File: src/rtl/core/bob_pkg.sv
// shared constants and types of the bob deinterlacer
`default_nettype none

package bob_pkg;

   // frame limits
   localparam int MAX_WIDTH       = 2048;
   localparam int MAX_FIELD_LINES = 1024;

   // datapath widths
   localparam int COL_W = $clog2(MAX_WIDTH);
   localparam int ROW_W = $clog2(2 * MAX_FIELD_LINES);
   localparam int PIX_W = 8;

   // register file widths
   localparam int LW_W       = 12;
   localparam int FL_W       = 11;
   localparam int CSR_DATA_W = 12;
   localparam int CSR_IDX_W  = 2;

   // register indexes
   localparam logic [CSR_IDX_W-1:0] CSR_LINE_WIDTH  = 2'd0;
   localparam logic [CSR_IDX_W-1:0] CSR_FIELD_LINES = 2'd1;
   localparam logic [CSR_IDX_W-1:0] CSR_INTERPOLATE = 2'd2;
   localparam logic [CSR_IDX_W-1:0] CSR_FIRST_ODD   = 2'd3;

   // position of one input pixel in the frame
   typedef struct packed {
      logic [ROW_W-1:0] row;
      logic [COL_W-1:0] col;
      logic             odd;
   } pos_type;

   // settings seen by the result logic
   typedef struct packed {
      logic [ROW_W-1:0] last_row;
      logic [COL_W-1:0] last_col;
      logic             interp;
   } cfg_type;

endpackage

`default_nettype wire

File: src/rtl/core/bob_form.sv
// pixel stage, result forming and two-beat output buffer
`default_nettype none

module bob_form (
   input  wire logic                       clock,
   input  wire logic                       reset,
   input  wire logic                       take,
   input  wire logic [bob_pkg::PIX_W-1:0]  pixel,
   input  bob_pkg::pos_type                pos,
   input  bob_pkg::cfg_type                cfg,
   input  wire logic [bob_pkg::PIX_W-1:0]  rd_data,
   output logic                            busy,
   output logic                            wr_en,
   output logic [bob_pkg::COL_W-1:0]       wr_addr,
   output logic [bob_pkg::PIX_W-1:0]       wr_data,
   output logic                            rsp_valid,
   input  wire logic                       rsp_stall,
   output logic [bob_pkg::ROW_W-1:0]       rsp_out_row,
   output logic [bob_pkg::COL_W-1:0]       rsp_out_col,
   output logic [bob_pkg::PIX_W-1:0]       rsp_value,
   output logic                            rsp_run_last,
   output logic                            rsp_frame_last
);

   // pixel stage
   logic                      s1_valid_ff, s1_valid_in;
   logic [bob_pkg::PIX_W-1:0] s1_pixel_ff;
   bob_pkg::pos_type          s1_pos_ff;
   logic                      s1_fwd_ff;
   logic [bob_pkg::PIX_W-1:0] s1_fwd_data_ff;

   // output pair
   logic                      ob_valid_ff, ob_valid_in;
   logic                      ob_second_ff, ob_second_in;
   logic [bob_pkg::ROW_W-1:0] ob_row0_ff, ob_row1_ff;
   logic [bob_pkg::PIX_W-1:0] ob_val0_ff, ob_val1_ff;
   logic [bob_pkg::COL_W-1:0] ob_col_ff;
   logic                      ob_flast_ff;

   logic [bob_pkg::PIX_W-1:0] stored, p;
   logic [bob_pkg::PIX_W:0]   sum;
   logic [bob_pkg::PIX_W-1:0] avg;
   logic [bob_pkg::ROW_W-1:0] r, row0, row1;
   logic [bob_pkg::PIX_W-1:0] val0, val1;
   logic                      emit, keep, flast;
   logic                      rsp_take, ob_free, s1_go, load;

   // line store data, bypassed when the previous beat wrote the same column
   assign stored = s1_fwd_ff ? s1_fwd_data_ff : rd_data;
   assign p      = s1_pixel_ff;
   assign r      = s1_pos_ff.row;
   assign sum    = {1'b0, stored} + {1'b0, p};
   assign avg    = sum[bob_pkg::PIX_W:1];

   // result rows and values for the pixel in the stage
   always_comb begin
      row0 = r - bob_pkg::ROW_W'(1);
      row1 = r;
      val0 = stored;
      val1 = stored;
      emit = 1'b0;
      if (s1_pos_ff.odd) begin
         emit = r[0];
         val0 = (cfg.interp && r > bob_pkg::ROW_W'(1)) ? avg : p;
         val1 = p;
      end else if (!r[0]) begin
         emit = r >= bob_pkg::ROW_W'(2);
         row0 = r - bob_pkg::ROW_W'(2);
         row1 = r - bob_pkg::ROW_W'(1);
         val1 = cfg.interp ? avg : stored;
      end else begin
         emit = r == cfg.last_row;
      end
      keep  = r[0] == s1_pos_ff.odd;
      flast = (row1 == cfg.last_row) && (s1_pos_ff.col == cfg.last_col);
   end

   // handshake between stage, buffer and result channel
   assign rsp_take = ob_valid_ff && !rsp_stall;
   assign ob_free  = !ob_valid_ff || (rsp_take && ob_second_ff);
   assign s1_go    = s1_valid_ff && (!emit || ob_free);
   assign load     = s1_go && emit;
   assign busy     = s1_valid_ff && !s1_go;

   // line store write of kept rows
   assign wr_en   = s1_go && keep;
   assign wr_addr = s1_pos_ff.col;
   assign wr_data = p;

   always_comb begin
      s1_valid_in = s1_valid_ff;
      if (take) begin
         s1_valid_in = 1'b1;
      end else if (s1_go) begin
         s1_valid_in = 1'b0;
      end
   end

   always_comb begin
      ob_valid_in  = ob_valid_ff;
      ob_second_in = ob_second_ff;
      if (load) begin
         ob_valid_in  = 1'b1;
         ob_second_in = 1'b0;
      end else if (rsp_take) begin
         if (ob_second_ff) begin
            ob_valid_in = 1'b0;
         end else begin
            ob_second_in = 1'b1;
         end
      end
   end

   // control registers
   always_ff @(posedge clock) begin
      if (reset) begin
         s1_valid_ff  <= 1'b0;
         ob_valid_ff  <= 1'b0;
         ob_second_ff <= 1'b0;
      end else begin
         s1_valid_ff  <= s1_valid_in;
         ob_valid_ff  <= ob_valid_in;
         ob_second_ff <= ob_second_in;
      end
   end

   // stage payload
   always_ff @(posedge clock) begin
      if (take) begin
         s1_pixel_ff    <= pixel;
         s1_pos_ff      <= pos;
         s1_fwd_ff      <= wr_en && (wr_addr == pos.col);
         s1_fwd_data_ff <= wr_data;
      end
   end

   // buffer payload
   always_ff @(posedge clock) begin
      if (load) begin
         ob_row0_ff  <= row0;
         ob_row1_ff  <= row1;
         ob_val0_ff  <= val0;
         ob_val1_ff  <= val1;
         ob_col_ff   <= s1_pos_ff.col;
         ob_flast_ff <= flast;
      end
   end

   assign rsp_valid      = ob_valid_ff;
   assign rsp_out_row    = ob_second_ff ? ob_row1_ff : ob_row0_ff;
   assign rsp_out_col    = ob_col_ff;
   assign rsp_value      = ob_second_ff ? ob_val1_ff : ob_val0_ff;
   assign rsp_run_last   = ob_second_ff;
   assign rsp_frame_last = ob_second_ff && ob_flast_ff;

   // a taken first beat is followed by the second beat of its pair
   a_pair_completes: assert property (@(posedge clock) disable iff (reset)
      rsp_take && !ob_second_ff |=> rsp_valid && rsp_run_last)
      else $error("second beat of a pair missing");

   // a new pair always starts on its first beat
   a_pair_starts: assert property (@(posedge clock) disable iff (reset)
      load |=> rsp_valid && !rsp_run_last)
      else $error("pair loaded without first beat");

   // no pair is loaded over one whose first beat is still pending
   a_no_overwrite: assert property (@(posedge clock) disable iff (reset)
      ob_valid_ff && !ob_second_ff |-> !load)
      else $error("output pair overwritten");

   // an accepted pixel occupies the stage in the next cycle
   a_stage_fills: assert property (@(posedge clock) disable iff (reset)
      take |=> s1_valid_ff)
      else $error("accepted pixel lost");

endmodule

`default_nettype wire

File: config.mk
export PLATFORM = sky130hd
export DESIGN_NAME = bob_form
export DESIGN_NICKNAME = d
export VERILOG_FILES = /design/src/rtl/core/bob_pkg.sv /design/src/rtl/core/bob_form.sv
export SDC_FILE = /design/constraint.sdc
export NUM_CORES = 1
export LEC_CHECK = 0
export BUFFER_PORTS_ARGS = -buffer_cell sky130_fd_sc_hd__buf_2
export CAP_MARGIN = 30
export CORE_MARGIN = 2
export CORE_UTILIZATION = 40
export DETAILED_ROUTE_END_ITERATION = 10
export GPL_TIMING_DRIVEN = 0
export SLEW_MARGIN = 30
export SYNTH_ARGS = -nofsm -noshare
export SYNTH_HDL_FRONTEND = slang
export SYNTH_SLANG_ARGS = --single-unit
File: constraint.sdc
create_clock -name clock -period 13.2 [get_ports clock]
set_clock_uncertainty 0.15 [all_clocks]
set_input_delay 2.64 -clock clock [delete_from_list [all_inputs] [get_ports clock]]
set_output_delay 2.64 -clock clock [all_outputs]
set_load 0.05 [all_outputs]
==> results.md <==
- Status: finished, final reports clean
- Reg-to-Reg Start: s1_fwd_ff
- Crit-path leading delay family: simple AND/OR/NAND/NOR gates
- CP arrival: 4.01 ns
- Clock latency on the worst-skew pair: 0.34 ns
- Pre-CTS WS: 6.39 ns
- DR WL/cell: 15.7 µm
- Vias in the first global route: 3519
- P per Cell Area: 126 nW/µm²
- Fmax: 147 MHz
- Syn Area/Cell: 12.5 µm²
- Core Rows: 40
- Cell leakage power: 2.38 nW
- Post-Syn Area: 4970 µm²
- CTS resizes: 0
- Worst endpoint required time: 10.41 ns
- CTS tree: built
- Hold Path Origin: s1_valid_ff
- DPL Wire Length: 8.37 mm
- TNS Setup: 0 ns
- Most frequent cells in the layout: 121 x buf_2, 90 x edfxtp_1, 39 x xnor2_1, 32 x mux2_2, 27 x nor2_1
- Total power draw: 0.769 mW
- Post-route ant nets: 0
- Post-synth top area cell: edfxtp_1
- WP buf/inv: 2
- Max Cap Violations: 0
- Crit path launch type: primary input
- Most common cell after layout, fill and taps aside: buf_2
- Initial antenna violation count: 0
- I/O Pins: 120
- Critical path class: in -> out
- Layout Utilization: 0.508
- Nets: 611
- Multi-input logic area: 2000 µm²
- DR vias: 3462
- Register area: 2760 µm²
- Postcts setup bufs: 0
- Slowest-stage cell, CP: buf_2
- Syn. warnings: 0
- Max H-tree Level: 3
- Critical Path Most Common Cell: buf_2
- Fin crit share: 0.515
- Synthesized Nets: 479
- Main area contributors after synthesis: edfxtp_1 54%, mux2_2 7.2%, xnor2_1 6.9%, xor2_1 4.4%, ha_1 3.3%
- Die width: 115 µm
- Peak VDD IR: 62.0 µV
- Hold WC Path Type: reg -> reg
- Minimum clock period: 6.80 ns
- Core area: 12100 µm²
- Crit path from: cfg[18]
- Unique masters post-synth: 50
- Drt first pass iters: 4
- Worst Setup Slack, final: 6.40 ns
- Critical path fanouts, max: 4
- Die Y: 115 µm
- Sequential area share after synthesis: 0.556
- DRT Wirelength: 11.1 mm
- Inserted Clock Buffers: 9
- Worst-path cell chain: buf_2 > xnor2_1 > and4_1 > nand4_1 > nand3_1 > nand2_1 > nor2_1 > buf_2
- RSZ-0062 raised after global routing: false
- Hold-fix buffers at CTS: 0
- Top cell type's share of synthesized area: 0.544
- EDFF count, synth: 90
- Max-slew headroom: 0.555
- Synthesized instance count: 399
- Gp weighted congestion: 0.876
- Clock Pin Slew Worst Setup and Hold Paths: 0.06 ns
- Area growth, synth to finish: 23.2%
- Clock Tree Buf Depth: 2
- Final setup fails: 0
- Largest net degree at the start of global routing: 42
- Top_reg_cell synth: edfxtp_1
- Total gr overflow: 0
- Worst Max-Slew Pin Slew: 0.667 ns
- Gr usage total: 0.174
- CP endpoint kind: output pin
- Flops & latches, synth: 93
- Slew Viols, Final: 0
- Residual DRC: 0
- Initial core utilization: 0.412
- CTS Root Cell: clkbuf_16
- Die footprint: 13300 µm²
- Async SR Flop Fraction: 0
- Layout cells sized above 1: 0.350
- Final hold vios: 0
- Fill cells: 1102
- Vias per inst: 4.92
- First-pass GRT wire length: 17.6 mm
- Clock Sinks: 93
- Port Buf Inserts: 119
- Iter 0 DRT Violations: 137
- CP max stage delay: 0.27 ns
- Antenna diodes: 0
[cell usage after synthesis, drive strengths merged, types with 2 or more instances]
cell type,number
a2111oi,2
o211ai,3
clkbuf,10
edfxtp,90
nor3,8
dfxtp,3
and4,3
a211oi,2
o31ai,2
mux2i,9
mux2,32
and3,2
nor3b,2
nand3,7
a21boi,2
nor2b,5
nor4,5
and2,2
nand4,7
a21oi,19
nor2,28
ha,13
nand2,20
xor2,25
o21ai,15
xnor2,39
buf,20
inv,9
[power breakdown]
| part | internal [mW] | switching (mW) |
|---|---|---|
| clock | 0.144 | 0.106 |
| combinational | 0.0606 | 0.101 |
| sequential | 0.346 | 0.0115 |
| total | 0.551 | 0.219 |
[sequential cells by signal, summed over array words and instances (netlist names), 8 cells and up]
name and cells:
wr_addr 11, ob_val1_ff 8, s1_fwd_data_ff 8, ob_row0_ff 11
ob_val0_ff 8, rsp_out_col 11, ob_row1_ff 11, r 11
wr_data 8
[per-stage QoR]
step | area [µm²] | cells | hold WS (ns)
2_1_floorplan | 4970 | 399 | 0.314
3_3_place_gp | 5780 | 686 | 0.333
3_5_place_dp | 5840 | 688 | 0.369
4_1_cts | 6120 | 703 | 0.380
5_1_grt | 6120 | 703 | 0.400
6_report | 6120 | 703 | 0.375
[logic make-up after synthesis]
group / after synthesis / synth area share
xor+xnor: 64 / 0.113
mux: 41 / 0.0906
buf+inv: 39 / 0.0430
fa+ha+maj: 14 / 0.0367
flops: 93 / 0.556
simple gates: 95 / 0.0959
compound gates: 53 / 0.0652
[worst paths after layout]
path,endpoint,slack [ns],cells after the start
hold / removal,rsp_run_last,0.38,1
setup / recovery,busy,6.40,8
setup reg to reg,ob_val0_ff[7],9.81,10
hold reg to reg,rsp_run_last,0.38,1
[layer usage]
layer / global-route usage / vias to the layer above / share of wire
met2: 0.283 / 106 / 0.48
met3: 0.0392 / 17 / 0.057
li1: - / 1714 / -
met5: 0 / - / 0
met1: 0.217 / 1625 / 0.44
met4: 0.0884 / 0 / 0.024
[worst reg2reg max path, cell delays in order, from the launching register on]
cell       delay (ns)
edfxtp_1         0.31
buf_2            0.22
mux2i_1          0.45
nor2b_1          0.11
fa_1             0.41
a21oi_1          0.22
o21ai_1          0.12
a2111oi_0        0.52
nor2_1           0.10
mux2_2           0.27
mux2_2           0.26
[cell type report]
cell class                 count  share of cell area
buffer                        30              0.0294
sequential                    93               0.451
clock inverter                 6             0.00899
inverter                       9             0.00552
tap                          168              0.0343
clock buffer                   9              0.0368
timing repair buffer         121               0.107
multi-input combinational    267               0.327
(Power assumes the default switching activity.)
