--- config.mk ---
export PLATFORM = sky130hd
export DESIGN_NAME = bob_pos
export DESIGN_NICKNAME = d
export VERILOG_FILES = /design/src/rtl/core/bob_pkg.sv /design/src/rtl/core/bob_pos.sv
export SDC_FILE = /design/constraint.sdc
export NUM_CORES = 1
export LEC_CHECK = 0
export ABC_CLOCK_PERIOD_IN_PS = 13300
export BUFFER_PORTS_ARGS = -buffer_cell sky130_fd_sc_hd__buf_2
export CAP_MARGIN = 40
export CORE_ASPECT_RATIO = 2
export CORE_MARGIN = 2
export CORE_UTILIZATION = 35
export DETAILED_ROUTE_END_ITERATION = 10
export PLACE_DENSITY = 0.6
export SLEW_MARGIN = 25
export SYNTH_ARGS = -nofsm -noshare
export SYNTH_HDL_FRONTEND = slang
export SYNTH_SLANG_ARGS = --single-unit
--- constraint.sdc ---
create_clock -name clock -period 13.3 [get_ports clock]
set_input_delay 2.66 -clock clock [delete_from_list [all_inputs] [get_ports clock]]
set_output_delay 2.66 -clock clock [all_outputs]
set_load 0.01 [all_outputs]
--- src/rtl/core/bob_pkg.sv ---
// shared constants and types of the bob deinterlacer
`default_nettype none

package bob_pkg;

   // frame limits
   localparam int MAX_WIDTH       = 2048;
   localparam int MAX_FIELD_LINES = 1024;

   // datapath widths
   localparam int COL_W = $clog2(MAX_WIDTH);
   localparam int ROW_W = $clog2(2 * MAX_FIELD_LINES);
   localparam int PIX_W = 8;

   // register file widths
   localparam int LW_W       = 12;
   localparam int FL_W       = 11;
   localparam int CSR_DATA_W = 12;
   localparam int CSR_IDX_W  = 2;

   // register indexes
   localparam logic [CSR_IDX_W-1:0] CSR_LINE_WIDTH  = 2'd0;
   localparam logic [CSR_IDX_W-1:0] CSR_FIELD_LINES = 2'd1;
   localparam logic [CSR_IDX_W-1:0] CSR_INTERPOLATE = 2'd2;
   localparam logic [CSR_IDX_W-1:0] CSR_FIRST_ODD   = 2'd3;

   // position of one input pixel in the frame
   typedef struct packed {
      logic [ROW_W-1:0] row;
      logic [COL_W-1:0] col;
      logic             odd;
   } pos_type;

   // settings seen by the result logic
   typedef struct packed {
      logic [ROW_W-1:0] last_row;
      logic [COL_W-1:0] last_col;
      logic             interp;
   } cfg_type;

endpackage

`default_nettype wire

--- src/rtl/core/bob_pos.sv ---
// configuration registers and row / column / parity counters
`default_nettype none

module bob_pos (
   input  wire logic                           clock,
   input  wire logic                           reset,
   input  wire logic                           csr_write,
   input  wire logic [bob_pkg::CSR_IDX_W-1:0]  csr_index,
   input  wire logic [bob_pkg::CSR_DATA_W-1:0] csr_wdata,
   input  wire logic                           take,
   output bob_pkg::pos_type                    pos,
   output bob_pkg::cfg_type                    cfg
);

   localparam int WC_W = bob_pkg::COL_W + 1;
   localparam int WR_W = bob_pkg::ROW_W + 1;

   logic [WC_W-1:0]           width_ff, width_in;
   logic [WR_W-1:0]           rows_ff, rows_in;
   logic                      interp_ff, interp_in;
   logic                      pass_ff, pass_in;
   logic [bob_pkg::COL_W-1:0] col_ff, col_in;
   logic [bob_pkg::ROW_W-1:0] row_ff, row_in;

   logic [bob_pkg::LW_W-1:0]  lw;
   logic [bob_pkg::FL_W-1:0]  fl;
   logic [bob_pkg::ROW_W-1:0] lines;

   logic                      wrap_c, wrap_r, end_c, end_r;
   logic [WR_W-1:0]           row_a, row_b;
   logic [WC_W-1:0]           col_b;
   logic [bob_pkg::COL_W-1:0] col_cur;
   logic [bob_pkg::ROW_W-1:0] row_cur;
   logic                      odd_cur;

   assign lw = csr_wdata[bob_pkg::LW_W-1:0];
   assign fl = csr_wdata[bob_pkg::FL_W-1:0];

   // current position, wrapping leftovers from a settings change first
   always_comb begin
      wrap_c  = {1'b0, col_ff} >= width_ff;
      col_cur = wrap_c ? '0 : col_ff;
      row_a   = {1'b0, row_ff} + WR_W'(wrap_c);
      wrap_r  = row_a >= rows_ff;
      row_cur = wrap_r ? '0 : row_a[bob_pkg::ROW_W-1:0];
      odd_cur = pass_ff ^ wrap_r;
   end

   // advance past the current pixel
   always_comb begin
      col_b = {1'b0, col_cur} + WC_W'(1);
      end_c = col_b >= width_ff;
      row_b = {1'b0, row_cur} + WR_W'(1);
      end_r = row_b >= rows_ff;
   end

   // next state of counters and registers
   always_comb begin
      width_in  = width_ff;
      rows_in   = rows_ff;
      interp_in = interp_ff;
      pass_in   = pass_ff;
      col_in    = col_ff;
      row_in    = row_ff;
      lines     = '0;
      if (take) begin
         if (end_c) begin
            col_in = '0;
            row_in = end_r ? '0 : row_b[bob_pkg::ROW_W-1:0];
         end else begin
            col_in = col_b[bob_pkg::COL_W-1:0];
            row_in = row_cur;
         end
         pass_in = odd_cur ^ (end_c & end_r);
      end
      if (csr_write) begin
         case (csr_index)
            bob_pkg::CSR_LINE_WIDTH: begin
               if (32'(lw) > 32'(bob_pkg::MAX_WIDTH)) begin
                  width_in = WC_W'(bob_pkg::MAX_WIDTH);
               end else if (lw == '0) begin
                  width_in = WC_W'(1);
               end else begin
                  width_in = WC_W'(lw);
               end
            end
            bob_pkg::CSR_FIELD_LINES: begin
               if (32'(fl) > 32'(bob_pkg::MAX_FIELD_LINES)) begin
                  lines = bob_pkg::ROW_W'(bob_pkg::MAX_FIELD_LINES);
               end else if (fl == '0) begin
                  lines = bob_pkg::ROW_W'(1);
               end else begin
                  lines = bob_pkg::ROW_W'(fl);
               end
               rows_in = {lines, 1'b0};
            end
            bob_pkg::CSR_INTERPOLATE: interp_in = csr_wdata[0];
            bob_pkg::CSR_FIRST_ODD:   pass_in   = csr_wdata[0];
            default: ;
         endcase
      end
   end

   // register bank, reset loads the power-on settings
   always_ff @(posedge clock) begin
      if (reset) begin
         width_ff  <= WC_W'(640);
         rows_ff   <= WR_W'(480);
         interp_ff <= 1'b0;
         pass_ff   <= 1'b0;
         col_ff    <= '0;
         row_ff    <= '0;
      end else begin
         width_ff  <= width_in;
         rows_ff   <= rows_in;
         interp_ff <= interp_in;
         pass_ff   <= pass_in;
         col_ff    <= col_in;
         row_ff    <= row_in;
      end
   end

   assign pos.row      = row_cur;
   assign pos.col      = col_cur;
   assign pos.odd      = odd_cur;
   assign cfg.last_row = bob_pkg::ROW_W'(rows_ff - WR_W'(1));
   assign cfg.last_col = bob_pkg::COL_W'(width_ff - WC_W'(1));
   assign cfg.interp   = interp_ff;

endmodule

`default_nettype wire

==> results of run 1 <==
routing by layer:
metal | GRT usage (%) | wire (µm) | part of all wire (%)
met5 | 0 | 0 | 0
met2 | 37.4 | 7110 | 53
met4 | 18.5 | 1280 | 9.5
met1 | 21.3 | 4630 | 34
met3 | 1.98 | 426 | 3.2
cell usage after synthesis, types with 2 or more instances:
library cell / n
o21a_1: 2
and3_1: 8
dfxtp_1: 47
nor2_1: 70
nand2_1: 32
xor2_1: 6
a221o_1: 6
inv_1: 47
clkbuf_1: 13
o21ai_0: 11
o211ai_1: 4
nor3b_1: 8
nand2b_1: 4
a21oi_1: 34
mux2i_1: 3
or3_1: 8
a22oi_1: 9
o32a_1: 4
nor4_1: 6
or2_2: 2
a311oi_1: 3
xnor2_1: 37
o31ai_1: 4
nand3_1: 23
nand4_1: 11
buf_4: 4
buf_2: 9
nor3_1: 18
and2_1: 6
nand3b_1: 2
buf_6: 3
ha_1: 51
a21o_1: 3
a211oi_1: 7
o211a_1: 3
nor2b_1: 7
a31oi_1: 3
state kept, by name (all words and copies together), names as in the netlist:
| signal | flops |
|---|---|
| col_ff | 11 |
| interp_ff | 1 |
| pass_ff | 1 |
| row_ff | 11 |
| rows_ff | 11 |
| width_ff | 12 |
worst paths after layout:
check / depth (start not counted) / slack, ns / to / start
setup reg to reg: 31 / 4.91 / pass_ff$_SDFF_PP0_ / width_ff[6]$_SDFFE_PP0P_
hold / removal: 2 / 0.50 / col_ff[0]$_SDFFE_PP0P_ / col_ff[0]$_SDFFE_PP0P_
setup / recovery: 18 / 4.87 / pos[14] / width_ff[6]$_SDFFE_PP0P_
hold reg to reg: 2 / 0.50 / col_ff[0]$_SDFFE_PP0P_ / col_ff[0]$_SDFFE_PP0P_
cells in the final DEF, fill, tap and decap left out, types with 11 or more instances in the layout:
cell / count
nor2_1: 70
o21ai_0: 11
nand2_1: 32
dfxtp_1: 47
xnor2_1: 37
nand3_1: 23
ha_1: 51
inv_1: 47
buf_2: 62
a21oi_1: 34
nand4_1: 11
nor3_1: 18
power by group through the flow:
stage / Sequential, mW / Clock [mW] / Combinational, mW
global placement: 0.155 / 0 / 0.0697
global route: 0.152 / 0.138 / 0.0792
detailed placement: 0.155 / 0 / 0.0707
finish: 0.152 / 0.130 / 0.0713
CTS: 0.152 / 0.133 / 0.0711
floorplan: 0.151 / 0 / 0.0497
per-stage QoR:
step	setup WS, ns	total power [mW]	std cells	cell area (µm²)
after floorplan	5.41	0.201	547	4240
after global placement	5.20	0.224	727	4590
after detailed placement	4.95	0.225	727	4590
after CTS	4.88	0.355	735	4740
after global routing	4.17	0.370	736	4760
final	4.87	0.353	736	4760
worst max-delay path, cell delays in order (launching register included):
cell,delay (ns)
dfxtp_1,0.43
inv_1,0.12
ha_1,0.29
nand2_1,0.07
o211a_1,0.26
a221oi_2,0.23
buf_4,0.31
ha_1,0.28
ha_1,0.37
nand4_1,0.22
or2_2,0.35
xnor2_1,0.37
ha_1,0.31
nand2_1,0.10
nor3_1,0.06
or3_1,0.39
or3_1,0.60
nor2_1,0.48
buf_2,0.22
layout make-up:
| class | count | area [µm²] | area share [%] |
|---|---|---|---|
| Clock buffer | 6 | 129 | 2.71 |
| Clock inverter | 2 | 16.3 | 0.342 |
| Inverter | 47 | 176 | 3.71 |
| Multi-Input combinational cell | 424 | 2970 | 62.4 |
| Sequential cell | 47 | 941 | 19.8 |
| Tap cell | 145 | 181 | 3.81 |
| Timing Repair Buffer | 65 | 345 | 7.26 |
cell families after synthesis:
family / share of synthesized area [%]
multiplexers: 0.708
AO/OA/AOI/OAI: 19.8
AND/OR/NAND/NOR: 25.5
adder cells (fa/ha/maj): 15.0
other: 0.0884
buffers and inverters: 7.87
flip-flops: 22.2
XOR/XNOR: 8.88
==> flow_summary_export.csv, run 1 <==
group,metric,value,unit
yosys,synth_area_leader_cell,"dfxtp_1",
global_routing,overflow,0,
yosys,synthArstFlopShare,0,%
yosys,synthesis.area,4240,µm²
power_and_ir_drop,static-leakage-power,2.06,nW
floorplan,rows,56,
floorplan,die_w,81.9,µm
clocking,clkTransAtPathRegs,0.07,ns
power_and_ir_drop,powerDensity,74.2,nW/µm²
setup_path,cp.arrival,5.77,ns
power_and_ir_drop,p_int,244,µW
power_and_ir_drop,switching_share,31.0,%
power_and_ir_drop,pwr-share-seq,43.0,%
placed_design,hpwl,10.9,mm
yosys,synthTopCellsByArea,"dfxtp_1 (22%), ha_1 (15%), xnor2_1 (7.6%)",
setup_path,cp-end-kind,"primary output",
detailed_routing,firstDrtPassIters,4,
clocking,numCtsBuffers,5,
clocking,cts_tree,"done",
yosys,yosysTopAreaCellShare,22.2,%
detailed_routing,wirelength,13.4,mm
detailed_routing,drt-vias-per-instance,5.59,
power_and_ir_drop,p_sw,109,µW
yosys,ys_warn_count,0,
power_and_ir_drop,pwr-share-comb,20.2,%
detailed_routing,ant_nets,0,
yosys,seq_area_frac_synth,22.2,%
yosys,synthesis.nets,616,
yosys,ys_types,66,
global_routing,grt_pass1_wl,21.3,mm
outcome,status,"complete, no violations",
floorplan,start_util,36.0,%
yosys,netlist_instances,547,
placed_design,gp_congestion,1.05,
clocking,root_buffer,"clkbuf_16",
detailed_routing,vias,4116,
clocking,ctsHtreeMaxLevel,2,
timing,clock.fmax,119,MHz
clocking,clkLatencyLatePin,0.30,ns
placed_design,portBuffers,62,
timing,rsz0062_at_grt,"no",
setup_path,path_class,"register to primary output",
timing,tns,0,ns
setup_path,crit_path_start_kind,"register",
global_routing,grt_usage,21.4,%
timing,period_needed,8.43,ns
timing,finClkSkew,0.00858,ns
run,drv_cap,0,
final_layout,fin_nets,659,
setup_path,worst-path-max-fanout,28,
worst_hold_path,min_path_type,"register to register",
timing,finalSetupViolations,0,
yosys,ys.flop_type,"dfxtp_1",
clocking,post-cts-setup-buffers,0,
global_routing,grt_start_max_net_pins,48,
global_routing,antenna_found_initial,0,
timing,slew_viol_final,0,
setup_path,required,10.64,ns
yosys,yosys_register_bits,47,
final_layout,drive_gt1_share,15.2,%
timing,finalHoldViolCount,0,
final_layout,diodes,0,
floorplan,dieHeight,160,µm
clocking,clk_path_buf_depth,2,
timing,slew_headroom,54.8,%
final_layout,areaGrowthSynthToFinish,12.1,%
clocking,cts_resized,0,
final_layout,final_util,40.4,%
clocking,cts_sinks,47,
power_and_ir_drop,peakVddDrop,0.0000517,V
detailed_routing,avgRoutedWirePerCell,18.3,µm
floorplan,coreArea,11800,µm²
yosys,syn_avg_cell_area,7.76,µm²
floorplan,ios,64,
yosys,synth_edf_count,0,
power_and_ir_drop,p_clk_share,36.8,%
timing,max_slew.worst_pin.slew,0.678,ns
detailed_routing,drt_iter0_markers,234,
timing,holdWs,0.500,ns
floorplan,die_area,13100,µm²
detailed_routing,drc,0,
timing,period_share,63.4,%
global_routing,first_global_vias,4132,
final_layout,nFillCells,1278,
clocking,postCtsHoldBufs,0,
Power figures use the tool's default switching activity.
==> inputs of run 2 (changes only) <==
- ABC_AREA: unset -> 1
- ABC_CLOCK_PERIOD_IN_PS: 13300 -> 6910
- PLACE_DENSITY: 0.6 -> 0.62
- clock period: 13.3 -> 6.91 ns (I/O delays scaled with it)
==> flow_summary_export.csv, run 2 <==
group,metric,value,unit
setup_path,cp.arrival,6.48,ns
floorplan,coreArea,12100,µm²
yosys,synth_area_leader_cell,"dfxtp_1",
clocking,cts_resized,0,
floorplan,die_area,13100,µm²
detailed_routing,avgRoutedWirePerCell,15.8,µm
timing,finalSetupViolations,0,
setup_path,worst-path-max-fanout,15,
floorplan,start_util,35.4,%
clocking,ctsHtreeMaxLevel,2,
yosys,synthTopCellsByCount,"nand2_1 (149), inv_1 (95), a21oi_1 (64)",
yosys,netlist_instances,651,
yosys,synthArstFlopShare,0,%
floorplan,rows,57,
placed_design,hpwl,11.4,mm
yosys,ys_types,39,
yosys,yosys_register_bits,47,
placed_design,gp_congestion,0.957,
floorplan,dieHeight,160,µm
setup_path,cp_num_buf_inv,6,
yosys,synth_edf_count,0,
clocking,numCtsBuffers,5,
final_layout,fin_nets,783,
floorplan,ios,64,
worst_hold_path,min_path_type,"register to register",
power_and_ir_drop,peakVddDrop,0.0000950,V
clocking,clkLatencyLatePin,0.30,ns
global_routing,grt_start_max_net_pins,39,
yosys,syn_avg_cell_area,6.55,µm²
timing,finalHoldViolCount,0,
detailed_routing,ant_nets,0,
detailed_routing,drc,0,
placed_design,dp_cells,853,
detailed_routing,drt-vias-per-instance,5.13,
setup_path,required,7.14,ns
global_routing,overflow,0,
clocking,clk_path_buf_depth,2,
final_layout,finalNonFillerCells,862,
power_and_ir_drop,static-leakage-power,2.34,nW
final_layout,largest_register_ffs,12,
timing,slew_headroom,50.5,%
setup_path,crit_path_start_kind,"register",
power_and_ir_drop,powerDensity,143,nW/µm²
yosys,synthTopCellsByArea,"dfxtp_1 (22%), ha_1 (15%), nand2_1 (13%)",
placed_design,portBuffers,62,
yosys,seq_area_frac_synth,22.1,%
setup_path,cp_common_cell,"nand2_1",
final_layout,final_common_cell,"nand2_1",
clocking,postCtsHoldBufs,0,
yosys,synthesis.area,4260,µm²
yosys,ys_warn_count,0,
setup_path,crit_path_top_delay_cell,"dfxtp_1",
detailed_routing,drt_iter0_markers,154,
floorplan,die_w,82.1,µm
detailed_routing,wirelength,13.6,mm
setup_path,cp-end-kind,"register",
detailed_routing,vias,4420,
setup_path,slowest_delay,0.38,ns
run,drv_cap,0,
yosys,yosysTopAreaCellShare,22.1,%
timing,clock.fmax,160,MHz
yosys,ys.flop_type,"dfxtp_1",
global_routing,grt_usage,21.4,%
final_layout,drive_gt1_share,15.4,%
final_layout,largest-register,"width_ff",
clocking,root_buffer,"clkbuf_16",
final_layout,areaGrowthSynthToFinish,15.6,%
timing,max_slew.worst_pin.slew,0.743,ns
timing,tns,0,ns
clocking,cts_sinks,47,
timing,finClkSkew,0.0100,ns
clocking,clkTransAtPathRegs,0.07,ns
global_routing,antenna_found_initial,0,
clocking,cts_tree,"done",
detailed_routing,firstDrtPassIters,4,
setup_path,path_delay_family,"simple AND/OR/NAND/NOR gates",
timing,period_share,90.4,%
yosys,synthesis.nets,720,
clocking,post-cts-setup-buffers,0,
final_layout,final_cell_mix,"nand2_1 (149), inv_1 (95), a21oi_1 (64), buf_2 (62), ha_1 (51)",
timing,slew_viol_final,0,
timing,rsz0062_at_grt,"no",
final_layout,nFillCells,1308,
global_routing,first_global_vias,4215,
timing,period_needed,6.25,ns
setup_path,path_class,"register to register",
yosys,yosysMostFrequentCell,"nand2_1",
outcome,status,"complete, no violations",
final_layout,diodes,0,
global_routing,grt_pass1_wl,21.0,mm
-- run 2: changes by cell type after synthesis, sizes merged, moves of 10 or more --
cell / delta
nand3: +16
a21oi: +33
xnor2: -36
nand2: +120
buf: -10
o21ai: +18
xor2: +19
nor2: -12
inv: +55
-- run 2: metal layers --
metal / global-route usage (%) / part of all wire (%)
met3: 2.26 / 2.9
met2: 41.4 / 57
met4: 13.0 / 6.4
met5: 0 / 0
met1: 19.9 / 34
-- run 2: where the power goes --
part           internal (mW)  leakage, nW  switching, mW
Clock                  0.180       0.0868          0.111
Sequential             0.279        0.382        0.00733
Combinational         0.0440         1.87         0.0846
Total                  0.503         2.34          0.203
-- run 2: layout make-up --
cell class / count / area, µm² / share of cell area [%]
Multi-Input combinational cell: 488 / 2870 / 58.3
Sequential cell: 47 / 941 / 19.1
Inverter: 103 / 387 / 7.84
Timing Repair Buffer: 69 / 370 / 7.51
Tap cell: 147 / 184 / 3.73
Clock buffer: 6 / 139 / 2.82
Clock inverter: 2 / 35.0 / 0.711
-- run 2: path summary, 6_finish.rpt --
check | startpoint | to | slack (ns) | depth (start not counted)
min | interp_ff$_SDFFE_PP0P_ | interp_ff$_SDFFE_PP0P_ | 0.47 | 2
max reg2reg | width_ff[6]$_SDFFE_PP0P_ | row_ff[7]$_SDFFE_PP0P_ | 0.66 | 36
min reg2reg | interp_ff$_SDFFE_PP0P_ | interp_ff$_SDFFE_PP0P_ | 0.47 | 2
max | width_ff[6]$_SDFFE_PP0P_ | row_ff[7]$_SDFFE_PP0P_ | 0.66 | 36
-- run 2: kinds of logic after synthesis --
logic type / count (synthesis) / share of synthesized area, %
simple gates: 298 / 32.1
other cells: 1 / 0.0879
compound gates: 112 / 14.6
buf+inv: 116 / 10.8
fa+ha+maj: 51 / 15.0
xor+xnor: 26 / 5.34
flops: 47 / 22.1
-- run 2: metrics by stage --
stage / power (mW) / setup WS (ns) / util [%] / hold slack (ns) / cell area [µm²]
3_3_place_gp: 0.420 / 0.467 / 39.2 / 0.455 / 4730
3_5_place_dp: 0.420 / 0.463 / 39.2 / 0.457 / 4730
5_1_grt: 0.737 / 0.0731 / 40.9 / 0.484 / 4930
4_1_cts: 0.712 / 0.411 / 40.7 / 0.468 / 4900
6_report: 0.706 / 0.660 / 40.9 / 0.466 / 4930
2_1_floorplan: 0.376 / 1.38 / - / 0.424 / 4260
-- run 2: worst register-to-register path: cells and delay by family, from the launching register on --
family | cells | cell delay (ns)
buf+inv | 6 | 0.54
flops | 1 | 0.38
compound gates | 3 | 0.57
fa+ha+maj | 5 | 1.34
simple gates | 22 | 3.36
==> inputs of run 3 (changes only) <==
- CTS_CLUSTER_DIAMETER: unset -> 120
- MAX_ROUTING_LAYER: unset -> met4
==> flow_summary_export.csv, run 3 (synthesis gave the netlist of run 2 again) <==
group,metric,value,unit
outcome,status,"complete, no violations",
setup_path,r2r_start,"width_ff[6]$_SDFFE_PP0P_",
timing,finalHoldViolCount,0,
timing,period_share,90.2,%
detailed_routing,firstDrtPassIters,4,
clocking,post-cts-setup-buffers,0,
detailed_routing,drt-vias-per-instance,5.13,
global_routing,grt_usage,21.9,%
global_routing,first_global_vias,4229,
power_and_ir_drop,power,706,µW
detailed_routing,drc,0,
placed_design,place_ws,0.463,ns
placed_design,place_area,4730,µm²
timing,worst_slack,0.677,ns
timing,finalSetupViolations,0,
final_layout,areaGrowthSynthToFinish,15.6,%
clocking,cts_resized,0,
detailed_routing,drt_iter0_markers,138,
timing,tns,0,ns
detailed_routing,wirelength,13.6,mm
global_routing,overflow,0,
setup_path,cp_common_cell,"nand2_1",
timing,slew_headroom,50.5,%
setup_path,crit_path_top_delay_cell,"dfxtp_1",
floorplan,die_w,82.1,µm
setup_path,path_class,"register to register",
floorplan,ios,64,
detailed_routing,avgRoutedWirePerCell,15.8,µm
clocking,clkTransAtPathRegs,0.07,ns
final_layout,drive_gt1_share,15.4,%
clocking,clkLatencyLatePin,0.30,ns
clocking,clk_path_buf_depth,2,
worst_hold_path,min-delay-start,"interp_ff$_SDFFE_PP0P_",
global_routing,grt_pass1_wl,21.0,mm
global_routing,grt_start_max_net_pins,39,
clocking,numCtsBuffers,5,
final_layout,largest_register_ffs,12,
setup_path,r2r_cells,37,
setup_path,cp.arrival,6.46,ns
clocking,cts_sinks,47,
timing,slew_viol_final,0,
setup_path,reg2reg_slack,0.68,ns
floorplan,dieHeight,160,µm
power_and_ir_drop,powerDensity,143,nW/µm²
timing,max_slew.worst_pin.slew,0.742,ns
timing,finClkSkew,0.0112,ns
setup_path,cp-end-kind,"register",
placed_design,hpwl,11.4,mm
clocking,ctsHtreeMaxLevel,2,
final_layout,largest-register,"width_ff",
floorplan,die_area,13100,µm²
clocking,root_buffer,"clkbuf_16",
worst_hold_path,min_path_type,"register to register",
setup_path,worst-path-max-fanout,15,
clocking,postCtsHoldBufs,0,
worst_hold_path,min_path_cells,2,
worst_hold_path,holdPathEnd,"interp_ff$_SDFFE_PP0P_",
floorplan,start_util,35.4,%
power_and_ir_drop,static-leakage-power,2.34,nW
detailed_routing,ant_nets,0,
timing,rsz0062_at_grt,"no",
final_layout,fin_nets,783,
final_layout,final_common_cell,"nand2_1",
setup_path,slowest_delay,0.38,ns
placed_design,portBuffers,62,
clocking,cts_tree,"done",
setup_path,crit_path_start_kind,"register",
final_layout,final_area,4930,µm²
power_and_ir_drop,peakVddDrop,0.0000955,V
timing,period_needed,6.23,ns
setup_path,r2r_end,"row_ff[9]$_SDFFE_PP0P_",
timing,clock.fmax,160,MHz
placed_design,gp_congestion,0.974,
floorplan,rows,57,
final_layout,diodes,0,
floorplan,coreArea,12100,µm²
run,drv_cap,0,
setup_path,required,7.14,ns
global_routing,antenna_found_initial,0,
detailed_routing,vias,4423,
final_layout,finalNonFillerCells,862,
final_layout,final_cell_mix,"nand2_1 (149), inv_1 (95), a21oi_1 (64), buf_2 (62), ha_1 (51)",
placed_design,dp_cells,853,
-- run 3: cell counts in the layout (fill, tap and decap cells not counted) --
Identical to the previous run, type by type.
-- run 3: critical path: cells and delay by family, from the launching register on --
family,cells,cell delay (ns)
AND/OR/NAND/NOR,22,3.27
AO/OA/AOI/OAI,4,0.68
adder cells (fa/ha/maj),5,1.29
flip-flops,1,0.38
buffers and inverters,6,0.55
-- run 3: worst max path at each step --
stage	end	cells past startpoint	start
after global placement	row_ff[7]$_SDFFE_PP0P_	37	width_ff[6]$_SDFFE_PP0P_
after CTS	row_ff[7]$_SDFFE_PP0P_	37	width_ff[6]$_SDFFE_PP0P_
after floorplan	row_ff[7]$_SDFFE_PP0P_	37	width_ff[6]$_SDFFE_PP0P_
final	row_ff[9]$_SDFFE_PP0P_	37	width_ff[6]$_SDFFE_PP0P_
after global routing	row_ff[6]$_SDFFE_PP0P_	39	width_ff[8]$_SDFFE_PP0P_
after detailed placement	row_ff[7]$_SDFFE_PP0P_	37	width_ff[6]$_SDFFE_PP0P_
-- run 3: per-layer routing --
layer | track usage (%) | part of all wire (%) | wire, µm
met3 | 2.15 | 3.4 | 456
met4 | 13.0 | 5.6 | 756
met1 | 20.0 | 34 | 4590
met5 | - | 0 | 0
met2 | 41.3 | 57 | 7790
-- run 3: layout make-up --
| type | count | area [µm²] |
|---|---|---|
| Timing Repair Buffer | 69 | 370 |
| Tap cell | 147 | 184 |
| Clock buffer | 6 | 139 |
| Clock inverter | 2 | 35.0 |
| Fill cell | 1308 | 7120 |
| Multi-Input combinational cell | 488 | 2870 |
| Sequential cell | 47 | 941 |
| Inverter | 103 | 387 |
-- run 3: where the power goes --
group / switching [mW] / internal [mW]
clock: 0.111 / 0.180
combinational: 0.0847 / 0.0441
sequential: 0.00738 / 0.279
total: 0.203 / 0.503
-- run 3: stage by stage --
step	util (%)	hold slack (ns)
finish	40.9	0.469
global route	40.9	0.484
CTS	40.7	0.468
detailed placement	39.2	0.457
global placement	39.2	0.455
floorplan	-	0.424
